--- config.mk ---
export PLATFORM = sky130hd
export DESIGN_NAME = joystick_differential_drive_mixer_flat
export DESIGN_NICKNAME = d
export VERILOG_FILES = /design/src/rtl/core/jddm_pkg.sv /design/src/rtl/core/jddm_in_if.sv /design/src/rtl/core/jddm_out_if.sv /design/src/rtl/core/joystick_differential_drive_mixer.sv /design/src/rtl/core/jddm_cfg.sv /design/src/rtl/core/jddm_mul.sv /design/src/rtl/core/jddm_slew.sv /design/src/flat_wrapper.sv
export SDC_FILE = /design/constraint.sdc
export NUM_CORES = 2
export LEC_CHECK = 0
export ABC_AREA = 1
export BUFFER_PORTS_ARGS = -buffer_cell sky130_fd_sc_hd__buf_2
export CORE_MARGIN = 1.5
export CORE_UTILIZATION = 60
export DETAILED_ROUTE_END_ITERATION = 12
export PLACE_DENSITY = 0.78
export REMOVE_ABC_BUFFERS = 1
export SYNTH_ARGS = -nofsm -noshare
export SYNTH_HDL_FRONTEND = slang
export SYNTH_HIERARCHICAL = 1
export SYNTH_SLANG_ARGS = --single-unit
--- constraint.sdc ---
create_clock -name clk_i -period 18.3 [get_ports clk_i]
set_clock_uncertainty 0.2 [all_clocks]
set_input_delay 1.83 -clock clk_i [delete_from_list [all_inputs] [get_ports clk_i]]
set_output_delay 1.83 -clock clk_i [all_outputs]
set_load 0.01 [all_outputs]
--- src/rtl/core/jddm_pkg.sv ---
// ============================================================================
// jddm_pkg: shared types and constants of the differential drive mixer
// Register indexes, the configuration record with its reset values and the
// sequencer states.
// ============================================================================
package jddm_pkg;

  localparam int unsigned CFG_IDX_W  = 3;
  localparam int unsigned CFG_DATA_W = 16;
  localparam int unsigned FIELD_W    = 16;

  typedef enum logic [CFG_IDX_W-1:0] {
    CFG_CENTER_TOL = 3'd0,
    CFG_PIVOT_ZONE = 3'd1,
    CFG_ARC_RECIP  = 3'd2,
    CFG_CURVE_PX   = 3'd3,
    CFG_CURVE_PY   = 3'd4,
    CFG_SLEW_EN    = 3'd5,
    CFG_SLEW_STEP  = 3'd6
  } cfg_idx_e;

  typedef struct packed {
    logic [14:0] center_tol;
    logic [14:0] pivot_zone;
    logic [15:0] arc_recip;
    logic [1:0]  curve_px;
    logic [1:0]  curve_py;
    logic        slew_en;
    logic [14:0] slew_step;
  } jddm_cfg_t;

  localparam jddm_cfg_t CFG_RESET = '{
    center_tol: 15'd1638,
    pivot_zone: 15'd1638,
    arc_recip:  16'd16384,
    curve_px:   2'd2,
    curve_py:   2'd2,
    slew_en:    1'b0,
    slew_step:  15'd1638
  };

  typedef enum logic [2:0] {
    ST_IDLE,
    ST_CURVE,
    ST_CURVE_WAIT,
    ST_MIX,
    ST_ATT_WAIT,
    ST_SCALE,
    ST_SCALE_WAIT,
    ST_SLEW
  } state_e;

endpackage

--- src/rtl/core/jddm_in_if.sv ---
// ============================================================================
// jddm_in_if: joystick sample channel
// Valid/ready channel carrying one raw (x, y) sample.
// ============================================================================
interface jddm_in_if;
  logic               valid;
  logic               ready;
  logic signed [15:0] joy_x;
  logic signed [15:0] joy_y;

  modport source (output valid, output joy_x, output joy_y, input ready);
  modport sink   (input valid, input joy_x, input joy_y, output ready);
endinterface

--- src/rtl/core/jddm_out_if.sv ---
// ============================================================================
// jddm_out_if: motor drive result channel
// Valid/ready channel carrying the curved axes and both motor drives.
// ============================================================================
interface jddm_out_if;
  logic               valid;
  logic               ready;
  logic signed [15:0] curved_x;
  logic signed [15:0] curved_y;
  logic signed [15:0] motor_left;
  logic signed [15:0] motor_right;

  modport source (output valid, output curved_x, output curved_y,
                  output motor_left, output motor_right, input ready);
  modport sink   (input valid, input curved_x, input curved_y,
                  input motor_left, input motor_right, output ready);
endinterface

--- src/rtl/core/joystick_differential_drive_mixer.sv ---
// ============================================================================
// joystick_differential_drive_mixer: arcade-style differential drive mixer
// Clamp, deadband and curve one joystick sample, mix it into left and right
// motor targets (pivot or arc mode) and update the stored drives.
// ============================================================================
//
//  channel    dir  handshake               payload
//  ---------  ---  ----------------------  ----------------------------------
//  joy_in     in   valid / ready           joy_x, joy_y
//  drive_out  out  valid / ready           curved_x, curved_y, motor_left,
//                                          motor_right
//  cfg        in   cfg_we_i (no wait)      cfg_idx_i, cfg_wdata_i
//
//  Each curve power above one (a power of 0 counts as 1) adds one multiply,
//  and arc mode with a nonzero curved x adds two (attenuation and scaling);
//  all go through the single shared multiplier, each product issued in one
//  state and consumed in the wait state after it.
//  joy_in is ready only while the sequencer is idle. A waiting result sits in
//  the output register, so the next sample is still taken; the sequencer only
//  holds at its last step while that register is full.
//  Reset clears both drives and loads the register defaults.
// ============================================================================
module joystick_differential_drive_mixer
  import jddm_pkg::*;
#(
  parameter int unsigned FRAC_BITS = 14
) (
  input  logic                  clk_i,
  input  logic                  rst_ni,
  input  logic                  cfg_we_i,
  input  logic [CFG_IDX_W-1:0]  cfg_idx_i,
  input  logic [CFG_DATA_W-1:0] cfg_wdata_i,
  jddm_in_if.sink               joy_in,
  jddm_out_if.source            drive_out
);

  // magnitude of a clamped axis (at most one, that is 2**FRAC_BITS)
  localparam int unsigned AW = FRAC_BITS + 1;
  // signed curved value and stored drive, plus or minus one
  localparam int unsigned CW = FRAC_BITS + 2;
  // multiplier operands: A takes magnitudes or curved y, B also takes the
  // attenuation, which can reach one minus 65535
  localparam int unsigned MA = FRAC_BITS + 2;
  localparam int unsigned MB = (FRAC_BITS + 2 > 18) ? FRAC_BITS + 2 : 18;
  localparam int unsigned PW = MA + MB;
  // mix targets: pivot sums reach two, scaled reverse wheel reaches 49151
  localparam int unsigned TW = (FRAC_BITS + 3 > 18) ? FRAC_BITS + 3 : 18;
  // raw axis compare width (sign extended input against one)
  localparam int unsigned VW = (FRAC_BITS + 2 > 17) ? FRAC_BITS + 2 : 17;
  // threshold compare width
  localparam int unsigned XW = (AW > 15) ? AW : 15;

  localparam logic signed [VW-1:0] ONE_V =
    {{(VW-FRAC_BITS-1){1'b0}}, 1'b1, {FRAC_BITS{1'b0}}};
  localparam logic signed [MB-1:0] ONE_B =
    {{(MB-FRAC_BITS-1){1'b0}}, 1'b1, {FRAC_BITS{1'b0}}};
  localparam logic signed [CW-1:0] ONE_C =
    {1'b0, 1'b1, {FRAC_BITS{1'b0}}};

  jddm_cfg_t cfg;

  jddm_cfg u_cfg (
    .clk_i       (clk_i),
    .rst_ni      (rst_ni),
    .cfg_we_i    (cfg_we_i),
    .cfg_idx_i   (cfg_idx_i),
    .cfg_wdata_i (cfg_wdata_i),
    .cfg_o       (cfg)
  );

  // --------------------------------------------------------------------------
  // Sequencer state and datapath registers
  // --------------------------------------------------------------------------
  state_e state_d, state_q;

  logic [AW-1:0]        mx_d, mx_q, my_d, my_q;      // preprocessed magnitudes
  logic                 sx_d, sx_q, sy_d, sy_q;      // signs (y already negated)
  logic [AW-1:0]        r_d, r_q;                    // curve accumulator
  logic [1:0]           k_d, k_q;                    // multiplies left in curve
  logic                 axis_d, axis_q;              // 0: x, 1: y
  logic [AW-1:0]        cmx_d, cmx_q, cmy_d, cmy_q;  // curved magnitudes
  logic signed [CW-1:0] cx_d, cx_q, cy_d, cy_q;
  logic signed [MB-1:0] att_d, att_q;
  logic signed [TW-1:0] tl_d, tl_q, tr_d, tr_q;
  logic signed [CW-1:0] left_d, left_q, right_d, right_q;

  logic                 out_valid_d, out_valid_q;
  logic signed [15:0]   ocx_d, ocx_q, ocy_d, ocy_q, oml_d, oml_q, omr_d, omr_q;

  // --------------------------------------------------------------------------
  // Input preprocessing: clamp to plus or minus one, deadband, negate y
  // --------------------------------------------------------------------------
  logic signed [VW-1:0] x_ext, y_ext, xc, yc, xa, ya;
  logic [AW-1:0]        x_mag, y_mag;

  always_comb begin
    x_ext = VW'(joy_in.joy_x);
    y_ext = VW'(joy_in.joy_y);
    if (x_ext > ONE_V) begin
      xc = ONE_V;
    end else if (x_ext < -ONE_V) begin
      xc = -ONE_V;
    end else begin
      xc = x_ext;
    end
    if (y_ext > ONE_V) begin
      yc = ONE_V;
    end else if (y_ext < -ONE_V) begin
      yc = -ONE_V;
    end else begin
      yc = y_ext;
    end
    xa = xc[VW-1] ? -xc : xc;
    ya = yc[VW-1] ? -yc : yc;
    x_mag = xa[AW-1:0];
    y_mag = ya[AW-1:0];
    if (XW'(x_mag) < XW'(cfg.center_tol)) begin
      x_mag = '0;
    end
    if (XW'(y_mag) < XW'(cfg.center_tol)) begin
      y_mag = '0;
    end
  end

  // --------------------------------------------------------------------------
  // Shared multiplier
  // --------------------------------------------------------------------------
  logic                 mul_en;
  logic signed [MA-1:0] mul_a;
  logic signed [MB-1:0] mul_b;
  logic signed [PW-1:0] prod, prod_sh;

  jddm_mul #(
    .A_W (MA),
    .B_W (MB)
  ) u_mul (
    .clk_i  (clk_i),
    .en_i   (mul_en),
    .a_i    (mul_a),
    .b_i    (mul_b),
    .prod_o (prod)
  );

  // every product is truncated toward minus infinity
  assign prod_sh = prod >>> FRAC_BITS;

  // --------------------------------------------------------------------------
  // Slew limit and saturation, one instance per side
  // --------------------------------------------------------------------------
  logic signed [CW-1:0] left_nxt, right_nxt;

  jddm_slew #(
    .FRAC_BITS (FRAC_BITS),
    .TGT_W     (TW)
  ) u_slew_left (
    .target_i (tl_q),
    .stored_i (left_q),
    .en_i     (cfg.slew_en),
    .step_i   (cfg.slew_step),
    .next_o   (left_nxt)
  );

  jddm_slew #(
    .FRAC_BITS (FRAC_BITS),
    .TGT_W     (TW)
  ) u_slew_right (
    .target_i (tr_q),
    .stored_i (right_q),
    .en_i     (cfg.slew_en),
    .step_i   (cfg.slew_step),
    .next_o   (right_nxt)
  );

  // --------------------------------------------------------------------------
  // Next state and datapath
  // --------------------------------------------------------------------------
  logic                 in_fire, out_fire;
  logic [AW-1:0]        cur_mag;
  logic signed [CW-1:0] r_signed;

  assign in_fire  = joy_in.valid && joy_in.ready;
  assign out_fire = out_valid_q && drive_out.ready;

  always_comb begin
    state_d     = state_q;
    mx_d        = mx_q;
    my_d        = my_q;
    sx_d        = sx_q;
    sy_d        = sy_q;
    r_d         = r_q;
    k_d         = k_q;
    axis_d      = axis_q;
    cmx_d       = cmx_q;
    cmy_d       = cmy_q;
    cx_d        = cx_q;
    cy_d        = cy_q;
    att_d       = att_q;
    tl_d        = tl_q;
    tr_d        = tr_q;
    left_d      = left_q;
    right_d     = right_q;
    ocx_d       = ocx_q;
    ocy_d       = ocy_q;
    oml_d       = oml_q;
    omr_d       = omr_q;
    out_valid_d = out_valid_q && !out_fire;
    mul_en      = 1'b0;
    mul_a       = '0;
    mul_b       = '0;

    cur_mag  = axis_q ? my_q : mx_q;
    r_signed = $signed({1'b0, r_q});

    case (state_q)
      ST_IDLE: begin
        if (in_fire) begin
          mx_d    = x_mag;
          my_d    = y_mag;
          sx_d    = xc[VW-1];
          sy_d    = !yc[VW-1];
          r_d     = x_mag;
          k_d     = (cfg.curve_px == 2'd0) ? 2'd0 : cfg.curve_px - 2'd1;
          axis_d  = 1'b0;
          state_d = ST_CURVE;
        end
      end

      ST_CURVE: begin
        if (k_q != 2'd0) begin
          // r <- (r * |v|) >> FRAC_BITS
          mul_en  = 1'b1;
          mul_a   = $signed({1'b0, r_q});
          mul_b   = MB'($signed({1'b0, cur_mag}));
          state_d = ST_CURVE_WAIT;
        end else if (!axis_q) begin
          cmx_d  = r_q;
          cx_d   = sx_q ? -r_signed : r_signed;
          r_d    = my_q;
          k_d    = (cfg.curve_py == 2'd0) ? 2'd0 : cfg.curve_py - 2'd1;
          axis_d = 1'b1;
        end else begin
          cmy_d   = r_q;
          cy_d    = sy_q ? -r_signed : r_signed;
          state_d = ST_MIX;
        end
      end

      ST_CURVE_WAIT: begin
        r_d     = prod_sh[AW-1:0];
        k_d     = k_q - 2'd1;
        state_d = ST_CURVE;
      end

      ST_MIX: begin
        if ((XW'(cmy_q) < XW'(cfg.pivot_zone)) && (XW'(cmx_q) > XW'(cfg.pivot_zone))) begin
          // pivot: spin in place around the center
          tl_d    = TW'(cy_q) + TW'(cx_q);
          tr_d    = TW'(cy_q) - TW'(cx_q);
          state_d = ST_SLEW;
        end else begin
          tl_d = TW'(cy_q);
          tr_d = TW'(cy_q);
          if (cmx_q == '0) begin
            state_d = ST_SLEW;
          end else begin
            mul_en  = 1'b1;
            mul_a   = $signed({1'b0, cmx_q});
            mul_b   = MB'($signed({1'b0, cfg.arc_recip}));
            state_d = ST_ATT_WAIT;
          end
        end
      end

      ST_ATT_WAIT: begin
        // may go negative: the inside wheel then reverses
        att_d   = ONE_B - prod_sh[MB-1:0];
        state_d = ST_SCALE;
      end

      ST_SCALE: begin
        mul_en  = 1'b1;
        mul_a   = cy_q;
        mul_b   = att_q;
        state_d = ST_SCALE_WAIT;
      end

      ST_SCALE_WAIT: begin
        // attenuate the wheel on the inside of the turn
        if (sx_q) begin
          tl_d = prod_sh[TW-1:0];
        end else begin
          tr_d = prod_sh[TW-1:0];
        end
        state_d = ST_SLEW;
      end

      ST_SLEW: begin
        // hold until the output register is free
        if (!out_valid_q || drive_out.ready) begin
          left_d      = left_nxt;
          right_d     = right_nxt;
          ocx_d       = 16'(cx_q);
          ocy_d       = 16'(cy_q);
          oml_d       = 16'(left_nxt);
          omr_d       = 16'(right_nxt);
          out_valid_d = 1'b1;
          state_d     = ST_IDLE;
        end
      end

      default: begin
        state_d = ST_IDLE;
      end
    endcase
  end

  always_ff @(posedge clk_i or negedge rst_ni) begin
    if (!rst_ni) begin
      state_q     <= ST_IDLE;
      out_valid_q <= 1'b0;
      left_q      <= '0;
      right_q     <= '0;
      k_q         <= '0;
      axis_q      <= 1'b0;
    end else begin
      state_q     <= state_d;
      out_valid_q <= out_valid_d;
      left_q      <= left_d;
      right_q     <= right_d;
      k_q         <= k_d;
      axis_q      <= axis_d;
    end
  end

  always_ff @(posedge clk_i) begin
    mx_q  <= mx_d;
    my_q  <= my_d;
    sx_q  <= sx_d;
    sy_q  <= sy_d;
    r_q   <= r_d;
    cmx_q <= cmx_d;
    cmy_q <= cmy_d;
    cx_q  <= cx_d;
    cy_q  <= cy_d;
    att_q <= att_d;
    tl_q  <= tl_d;
    tr_q  <= tr_d;
    ocx_q <= ocx_d;
    ocy_q <= ocy_d;
    oml_q <= oml_d;
    omr_q <= omr_d;
  end

  assign joy_in.ready          = (state_q == ST_IDLE);
  assign drive_out.valid       = out_valid_q;
  assign drive_out.curved_x    = ocx_q;
  assign drive_out.curved_y    = ocy_q;
  assign drive_out.motor_left  = oml_q;
  assign drive_out.motor_right = omr_q;

`ifndef ASSERT_OFF
  a_result_from_update: assert property (@(posedge clk_i) disable iff (!rst_ni)
    $rose(out_valid_q) |-> $past(state_q) == ST_SLEW)
    else $error("result raised without a drive update");

  a_busy_after_accept: assert property (@(posedge clk_i) disable iff (!rst_ni)
    in_fire |=> !joy_in.ready)
    else $error("sample taken while previous one in progress");

  a_drive_range: assert property (@(posedge clk_i) disable iff (!rst_ni)
    (left_q <= ONE_C) && (left_q >= -ONE_C) &&
    (right_q <= ONE_C) && (right_q >= -ONE_C))
    else $error("stored drive outside plus or minus one");

  a_curve_count: assert property (@(posedge clk_i) disable iff (!rst_ni)
    (state_q == ST_CURVE_WAIT) |-> (k_q != 2'd0))
    else $error("curve multiply issued with no power left");

  a_scale_needs_turn: assert property (@(posedge clk_i) disable iff (!rst_ni)
    (state_q == ST_SCALE_WAIT) |-> (cmx_q != '0))
    else $error("inside wheel scaled with zero turn");
`endif

endmodule

--- src/rtl/core/jddm_cfg.sv ---
// ============================================================================
// jddm_cfg: configuration register file
// Write-only registers, masked to their widths; unknown indexes are dropped.
// ============================================================================
module jddm_cfg
  import jddm_pkg::*;
(
  input  logic                  clk_i,
  input  logic                  rst_ni,
  input  logic                  cfg_we_i,
  input  logic [CFG_IDX_W-1:0]  cfg_idx_i,
  input  logic [CFG_DATA_W-1:0] cfg_wdata_i,
  output jddm_cfg_t             cfg_o
);

  jddm_cfg_t cfg_d, cfg_q;

  always_comb begin
    cfg_d = cfg_q;
    if (cfg_we_i) begin
      case (cfg_idx_e'(cfg_idx_i))
        CFG_CENTER_TOL: cfg_d.center_tol = cfg_wdata_i[14:0];
        CFG_PIVOT_ZONE: cfg_d.pivot_zone = cfg_wdata_i[14:0];
        CFG_ARC_RECIP:  cfg_d.arc_recip  = cfg_wdata_i;
        CFG_CURVE_PX:   cfg_d.curve_px   = cfg_wdata_i[1:0];
        CFG_CURVE_PY:   cfg_d.curve_py   = cfg_wdata_i[1:0];
        CFG_SLEW_EN:    cfg_d.slew_en    = cfg_wdata_i[0];
        CFG_SLEW_STEP:  cfg_d.slew_step  = cfg_wdata_i[14:0];
        default: ;
      endcase
    end
  end

  always_ff @(posedge clk_i or negedge rst_ni) begin
    if (!rst_ni) begin
      cfg_q <= CFG_RESET;
    end else begin
      cfg_q <= cfg_d;
    end
  end

  assign cfg_o = cfg_q;

endmodule

--- src/rtl/core/jddm_mul.sv ---
// ============================================================================
// jddm_mul: shared signed multiplier
// One signed product per cycle, registered at the output.
// ============================================================================
module jddm_mul #(
  parameter int unsigned A_W = 16,
  parameter int unsigned B_W = 18
) (
  input  logic                      clk_i,
  input  logic                      en_i,
  input  logic signed [A_W-1:0]     a_i,
  input  logic signed [B_W-1:0]     b_i,
  output logic signed [A_W+B_W-1:0] prod_o
);

  logic signed [A_W+B_W-1:0] prod_q;

  // capture only when the sequencer issues an operation
  always_ff @(posedge clk_i) begin
    if (en_i) begin
      prod_q <= a_i * b_i;
    end
  end

  assign prod_o = prod_q;

endmodule

--- src/rtl/core/jddm_slew.sv ---
// ============================================================================
// jddm_slew: drive rate limiter and saturation
// Step the stored drive toward its target when enabled (else take the target), then clamp to plus or minus one.
// ============================================================================
module jddm_slew #(
  parameter int unsigned FRAC_BITS = 14,
  parameter int unsigned TGT_W     = 18
) (
  input  logic signed [TGT_W-1:0]     target_i,
  input  logic signed [FRAC_BITS+1:0] stored_i,
  input  logic                        en_i,
  input  logic [14:0]                 step_i,
  output logic signed [FRAC_BITS+1:0] next_o
);

  localparam int unsigned SW = TGT_W + 2;
  localparam int unsigned CW = FRAC_BITS + 2;
  localparam logic signed [SW-1:0] ONE_S =
    {{(SW-FRAC_BITS-1){1'b0}}, 1'b1, {FRAC_BITS{1'b0}}};

  logic signed [SW-1:0] diff, lim, dclamp, nxt, sat;

  always_comb begin
    diff = SW'(target_i) - SW'(stored_i);
    lim  = $signed({{(SW-15){1'b0}}, step_i});
    if (diff > lim) begin
      dclamp = lim;
    end else if (diff < -lim) begin
      dclamp = -lim;
    end else begin
      dclamp = diff;
    end
    nxt = en_i ? (SW'(stored_i) + dclamp) : SW'(target_i);
    if (nxt > ONE_S) begin
      sat = ONE_S;
    end else if (nxt < -ONE_S) begin
      sat = -ONE_S;
    end else begin
      sat = nxt;
    end
    next_o = CW'(sat);
  end

endmodule

--- src/flat_wrapper.sv ---
// flat-port wrapper written by rule: the top's interface ports become plain ports
module joystick_differential_drive_mixer_flat import jddm_pkg::*;
#(
  parameter int unsigned FRAC_BITS = 14
)
  (clk_i, rst_ni, cfg_we_i, cfg_idx_i, cfg_wdata_i, joy_in_valid, joy_in_joy_x, joy_in_joy_y, joy_in_ready, drive_out_valid, drive_out_curved_x, drive_out_curved_y, drive_out_motor_left, drive_out_motor_right, drive_out_ready);
  jddm_in_if joy_in_i ();
  jddm_out_if drive_out_i ();
  input  logic clk_i;
  input  logic rst_ni;
  input  logic cfg_we_i;
  input  logic [CFG_IDX_W-1:0] cfg_idx_i;
  input  logic [CFG_DATA_W-1:0] cfg_wdata_i;
  input wire logic [$bits(joy_in_i.valid)-1:0] joy_in_valid;
  input wire logic [$bits(joy_in_i.joy_x)-1:0] joy_in_joy_x;
  input wire logic [$bits(joy_in_i.joy_y)-1:0] joy_in_joy_y;
  output wire logic [$bits(joy_in_i.ready)-1:0] joy_in_ready;
  output wire logic [$bits(drive_out_i.valid)-1:0] drive_out_valid;
  output wire logic [$bits(drive_out_i.curved_x)-1:0] drive_out_curved_x;
  output wire logic [$bits(drive_out_i.curved_y)-1:0] drive_out_curved_y;
  output wire logic [$bits(drive_out_i.motor_left)-1:0] drive_out_motor_left;
  output wire logic [$bits(drive_out_i.motor_right)-1:0] drive_out_motor_right;
  input wire logic [$bits(drive_out_i.ready)-1:0] drive_out_ready;
  assign joy_in_i.valid = joy_in_valid;
  assign joy_in_i.joy_x = joy_in_joy_x;
  assign joy_in_i.joy_y = joy_in_joy_y;
  assign joy_in_ready = joy_in_i.ready;
  assign drive_out_valid = drive_out_i.valid;
  assign drive_out_curved_x = drive_out_i.curved_x;
  assign drive_out_curved_y = drive_out_i.curved_y;
  assign drive_out_motor_left = drive_out_i.motor_left;
  assign drive_out_motor_right = drive_out_i.motor_right;
  assign drive_out_i.ready = drive_out_ready;
  joystick_differential_drive_mixer #(.FRAC_BITS(FRAC_BITS)) u_core (.clk_i(clk_i), .rst_ni(rst_ni), .cfg_we_i(cfg_we_i), .cfg_idx_i(cfg_idx_i), .cfg_wdata_i(cfg_wdata_i), .joy_in(joy_in_i), .drive_out(drive_out_i));
endmodule
Word level (Yosys, flattened, before mapping)
Cells that the tools add are included.
- register bits: 364
- output and inout bits: 66
- logic and storage cells: 178
- $add $sub $neg: 14
- multipliers: 1
- order comparisons: 16
- equal/unequal tests: 20
- muxes and demuxes: 60
- bitwise logic cells: 2
- reduce and logical (&&, ||, !) cells: 33
- operators by type and width (operator ; count):
    15-bit 2-to-1 mux ; 12
    20-bit 2-to-1 mux ; 6
    16-bit 2-to-1 mux ; 6
    18-bit 2-to-1 mux ; 5
    18-bit one-hot mux with 2 select lines ; 2
    17-bit 2-to-1 mux ; 4
    18-bit one-hot mux with 3 select lines ; 1
    16-bit one-hot mux with 3 select lines ; 1
    15-bit < comparator ; 3
    15-bit one-hot mux with 3 select lines ; 1
    16-bit by 20-bit adder with 20-bit output ; 2
    20-bit by 16-bit greater-than comparator with 1-bit output ; 2
    20-bit by 16-bit greater-than comparator with 1-bit output, second input constant ; 2
    20-bit by 15-bit < comparator with 1-bit output, second input constant ; 2
    20-bit < comparator ; 2
    18-bit by 16-bit subtractor with 19-bit output ; 2
    16-bit greater-than comparator, second input constant ; 2
    16-bit by 15-bit < comparator with 1-bit output, second input constant ; 2
    16-bit by 18-bit multiplier with 32-bit output ; 1
    15-bit negator ; 2
    3-bit one-hot mux with 8 select lines ; 1
    2-bit AND reduction ; 11
    3-bit == test, second input constant ; 7
    15-bit negator with 20-bit output ; 1
    28 further kinds ; 66

Longest topological paths before layout
- depth in word-level cells: 9
- mapped depth: 53

Cells and area by module
The synthesis kept the hierarchy.
- by module, submodules not included (module ; times used ; cells each ; area each (um^2) ; sequential area each (um^2)):
    joystick_differential_drive_mixer ; 1 ; 1834 ; 15625.0 ; 7732.4
    jddm_mul ; 1 ; 1676 ; 12990.0 ; 1021.0
    jddm_slew ; 2 ; 713 ; 4132.7 ; 0.0
    jddm_cfg ; 1 ; 297 ; 2690.1 ; 1677.9

Worst setup path before layout
OpenSTA, ideal clock, no wires.
- path kind: reg-to-reg
- from: register u_core.u_cfg.cfg_q (netlist bit u_core/u_cfg/cfg_o[46])
- to: register u_core.u_mul.prod_q[30], in the netlist u_core/u_mul/prod_o[30], data pin
- arrival time: 7452 ps
- path slack: 10396 ps
- stages on the path, launching flop included: 35
- buffers on the path: 4
- period minus slack after synthesis: 7904 ps
- cells stage by stage: dfstp_2 -> inv_1 -> ha_1 -> nand2_1 -> nor2_1 -> nand2_1 -> or3_1 -> nand3_1 -> buf_2 -> buf_2 -> nand3_1 -> o211ai_1 -> clkbuf_1 -> clkbuf_1 -> nand2_1 -> fa_1 -> inv_1 -> fa_1 -> inv_1 -> fa_1 -> inv_1 -> fa_1 -> fa_1 -> inv_1 -> fa_1 -> inv_1 -> ha_1 -> nand2_1 -> inv_1 -> nand2_1 -> nor3_1 -> and2_1 -> nand2_1 -> nand3_1 -> nand2_1
- cells in the longest elaborated chain, start to end: 5
- ends and longest elaborated chain (element ; line ; RTL):
    start: declaration ; jddm_cfg.sv:16 ; jddm_cfg_t cfg_d, cfg_q;
    start signal: assignment ; jddm_cfg.sv:38 ; cfg_q <= cfg_d;
    15-bit < comparator / 15-bit greater-than comparator (equally long branches) ; joystick_differential_drive_mixer.sv:255 ; if ((XW'(cmy_q) < XW'(cfg.pivot_zone)) && (XW'(cmx_q) > XW'(cfg.pivot_zone))) begin
    1-bit logical AND * ; joystick_differential_drive_mixer.sv:255 ;
    16-bit 2-to-1 mux * ; joystick_differential_drive_mixer.sv:255 ;
    16-bit one-hot mux with 3 select lines * ; joystick_differential_drive_mixer.sv:214 ; case (state_q)
    via u_core.mul_a[5] ; joystick_differential_drive_mixer.sv:129 ; logic signed [MA-1:0] mul_a;
    16-bit by 18-bit multiplier with 32-bit output * ; jddm_mul.sv:21 ; prod_q <= a_i * b_i;
    end signal: assignment ; jddm_mul.sv:21 ;
    end: declaration ; jddm_mul.sv:16 ; logic signed [A_W+B_W-1:0] prod_q;
The timed path passes the listed nets; every way through them passes the cells marked *.
A chain may end at the register's enable or synchronous reset.

Final worst setup path
- from: register u_core.u_cfg.cfg_q (netlist bit u_core/u_cfg/cfg_o[46])
- to: register u_core.u_mul.prod_q[30], in the netlist u_core/u_mul/prod_o[30], data pin
- cells in the longest elaborated chain, start to end: 5
- ends and longest elaborated chain (element ; line ; RTL):
    15-bit < comparator / 15-bit greater-than comparator (equally long branches) ; joystick_differential_drive_mixer.sv:255 ;
    1-bit logical AND * ; joystick_differential_drive_mixer.sv:255 ;
    18-bit 2-to-1 mux * ; joystick_differential_drive_mixer.sv:255 ;
    18-bit one-hot mux with 3 select lines * ; joystick_differential_drive_mixer.sv:214 ;
    via u_core.mul_b[12] ; joystick_differential_drive_mixer.sv:130 ; logic signed [MB-1:0] mul_b;
    16-bit by 18-bit multiplier with 32-bit output * ; jddm_mul.sv:21 ;
Marked as above.

==> results.py <==
metrics = {
    "logic_synthesis": {
        "syn_inst": 5103,
        "syn_area_um2": 38470,
        "yosysWarningCount": 6,
        "syn_avg_cell_area_um2": 7.538,
    },
    "setup_path": {
        "critPathLaunch": "u_core/u_cfg/cfg_o[46]",
        "crit_arrival_ns": 8.74,
        "cp_top_family": "adder cells",
        "r2r-end": "u_core/u_mul/prod_o[30]",
        "r2r_cells": 30,
        "path_class": "reg2reg",
        "worstSetupStartpointType": "flop",
        "max_stage_delay_ns": 0.95,
        "rrSetupSlack_ns": 9.68,
        "cp_slowest_cell": "o21ai_1",
        "path_buf_inv": 7,
        "worstSetupEndpoint": "u_core/u_mul/prod_o[30]",
        "endpoint_kind": "flop",
        "cp.required_ns": 18.42,
        "path_common_cell": "nand2_1",
        "r2r_start": "u_core/u_cfg/cfg_o[46]",
        "worst-path-stages": 30,
        "path_max_fanout": 51,
    },
    "outcome": {
        "status": "finished clean",
    },
    "placed_design": {
        "post-place-ws_ns": 9.764,
        "dp_hpwl_mm": 85.70,
        "gp_congestion": 1.000,
        "portBuffers": 121,
    },
    "routing": {
        "drt.antenna.violating_nets": 0,
        "wl_met3_mm": 8.870,
        "wl_met2_mm": 52.62,
        "finalWirelength_mm": 109.4,
        "vias": 33370,
        "drt-wirelength-per-cell_um": 18.11,
        "wirelength_met1_mm": 42.19,
        "firstDrtPassIters": 7,
        "drtIter0Drc": 3007,
        "viasPerCell": 5.524,
        "drc": 0,
        "highest_layer": "met5",
    },
    "global_routing": {
        "grt_pass1_wl_mm": 173.0,
        "grt_pass1_vias": 32530,
        "grt.total_usage": 0.3355,
        "grt_antenna_before_repair": 2,
        "grt_overflow": 0,
        "grt_max_degree": 62,
    },
    "clock_network": {
        "postCtsSetupBuffers": 0,
        "clkTransAtPathRegs_ns": 0.07,
        "clk_path_buf_depth": 3,
        "h-tree-depth": 2,
        "cts.sinks": 348,
        "cts_root_buffer": "clkbuf_16",
        "cts_tree": "built",
        "cts_resized": 0,
        "cts-buffers-inserted": 40,
        "cts_hold_buf": 0,
        "clk_latency_ns": 0.59,
    },
    "die": {
        "dieArea_um2": 65640,
        "io_pins": 122,
        "start_util": 0.6087,
        "core_um2": 63200,
        "fp.dieH_um": 256.2,
        "die_x_um": 256.2,
        "num_rows": 92,
    },
    "layout": {
        "area_delta_synth_final_pct": 7.036,
        "layout-drive-gt1-share": 0.08470,
        "nNetsFinal": 5829,
    },
    "sta": {
        "fin_crit_sh": 0.4710,
        "fmax_mhz": 116.0,
        "relSlewSlack": 0.1851,
        "hold_violations": 0,
        "setup_ws_ns": 9.681,
        "finalCriticalPeriod_ns": 8.619,
        "drv_slew": 0,
        "worst_pin_slew_ns": 1.214,
        "setup_violations": 0,
        "rsz0062_at_grt": "no",
        "setup_tns_ns": 0,
    },
    "min_path": {
        "hp-class": "reg2reg",
        "hp-start": "u_core/u_cfg/cfg_o[45]",
    },
    "flow_run": {
        "maxCapViolCount": 0,
    },
}
## worst min path at each step
| stage | slack [ns] | cells past startpoint | end |
|---|---|---|---|
| 4_1_cts | 0.26 | 2 | u_core/u_cfg/cfg_o[45] |
| 6_report | 0.26 | 2 | u_core/u_cfg/cfg_o[45] |
| 3_5_place_dp | 0.25 | 2 | u_core/u_cfg/cfg_o[45] |
| 3_3_place_gp | 0.25 | 2 | u_core/u_cfg/cfg_o[53] |
| 5_1_grt | 0.28 | 2 | u_core/u_cfg/cfg_o[57] |
| 2_1_floorplan | 0.24 | 2 | u_core/u_cfg/cfg_o[20] |
## state kept, by name, indices dropped and copies added (netlist names), 18 cells and up
name and flops:
u_core/tr_q 18, u_core/tl_q 18, u_core/u_mul/prod_o 18, u_core/u_cfg/cfg_o 66, u_core/att_q 18
## layer usage
metal | vias to the layer above | global-route usage
li1 | 16070 | -
met1 | 15580 | 0.4171
met2 | 1399 | 0.5710
met3 | 330 | 0.05546
met4 | 2 | 0.1566
met5 | - | 0
## stage by stage
| step | instances | hold WS, ns | util | instance area [um^2] |
|---|---|---|---|---|
| 2_1_floorplan | 4948 | 0.2419 | - | 37770 |
| 3_3_place_gp | 5966 | 0.2513 | 0.6305 | 39840 |
| 3_5_place_dp | 5966 | 0.2546 | 0.6305 | 39840 |
| 4_1_cts | 6040 | 0.2645 | 0.6513 | 41160 |
| 5_1_grt | 6041 | 0.2785 | 0.6515 | 41170 |
| 6_report | 6042 | 0.2621 | 0.6515 | 41170 |
## cell type report
| type | instances | area [um^2] |
|---|---|---|
| Clock inverter | 23 | 227.7 |
| Inverter | 1011 | 3795 |
| Tap cell | 846 | 1059 |
| Timing Repair Buffer | 173 | 998.5 |
| Fill cell | 5459 | 22020 |
| Multi-Input combinational cell | 3589 | 24050 |
| Clock buffer | 51 | 1092 |
| Sequential cell | 348 | 9952 |
| Antenna cell | 1 | 2.502 |
## layout by cell type (no fill, tap or decap), types with 8 or more instances in the layout
cell type,n
o21ai_1,35
o21ai_0,160
xor2_1,109
o31ai_1,8
edfxtp_1,243
a21o_1,20
o211ai_1,42
xnor2_1,24
inv_2,28
inv_1,979
a211oi_1,25
buf_2,120
nor3_1,35
a21oi_1,201
nor2_2,18
a21oi_2,25
nor2_1,305
dfrtp_1,83
ha_1,320
and2_1,11
clkbuf_16,40
nand2_1,1476
nand2_2,24
nand3_1,247
fa_1,290
nand4_1,44
buf_4,53
o21bai_1,18
or2_2,30
nand3b_1,13
nand3_2,11
dfstp_2,21
nor2_4,8
o22ai_1,16
## worst reg2reg max path: cells and delay by family, from the launching register on
kind                       cells  cell delay (ns)
adders and majority gates      8             3.85
and+or+nand+nor               14             1.88
AOI/OAI and AO/OA              1             0.96
DFF                            1             0.53
buffers and inverters          7             0.93
Power is left out: the tool's default activity adds up to more than one toggle a clock period on the data nets, which glitch-free logic cannot reach.
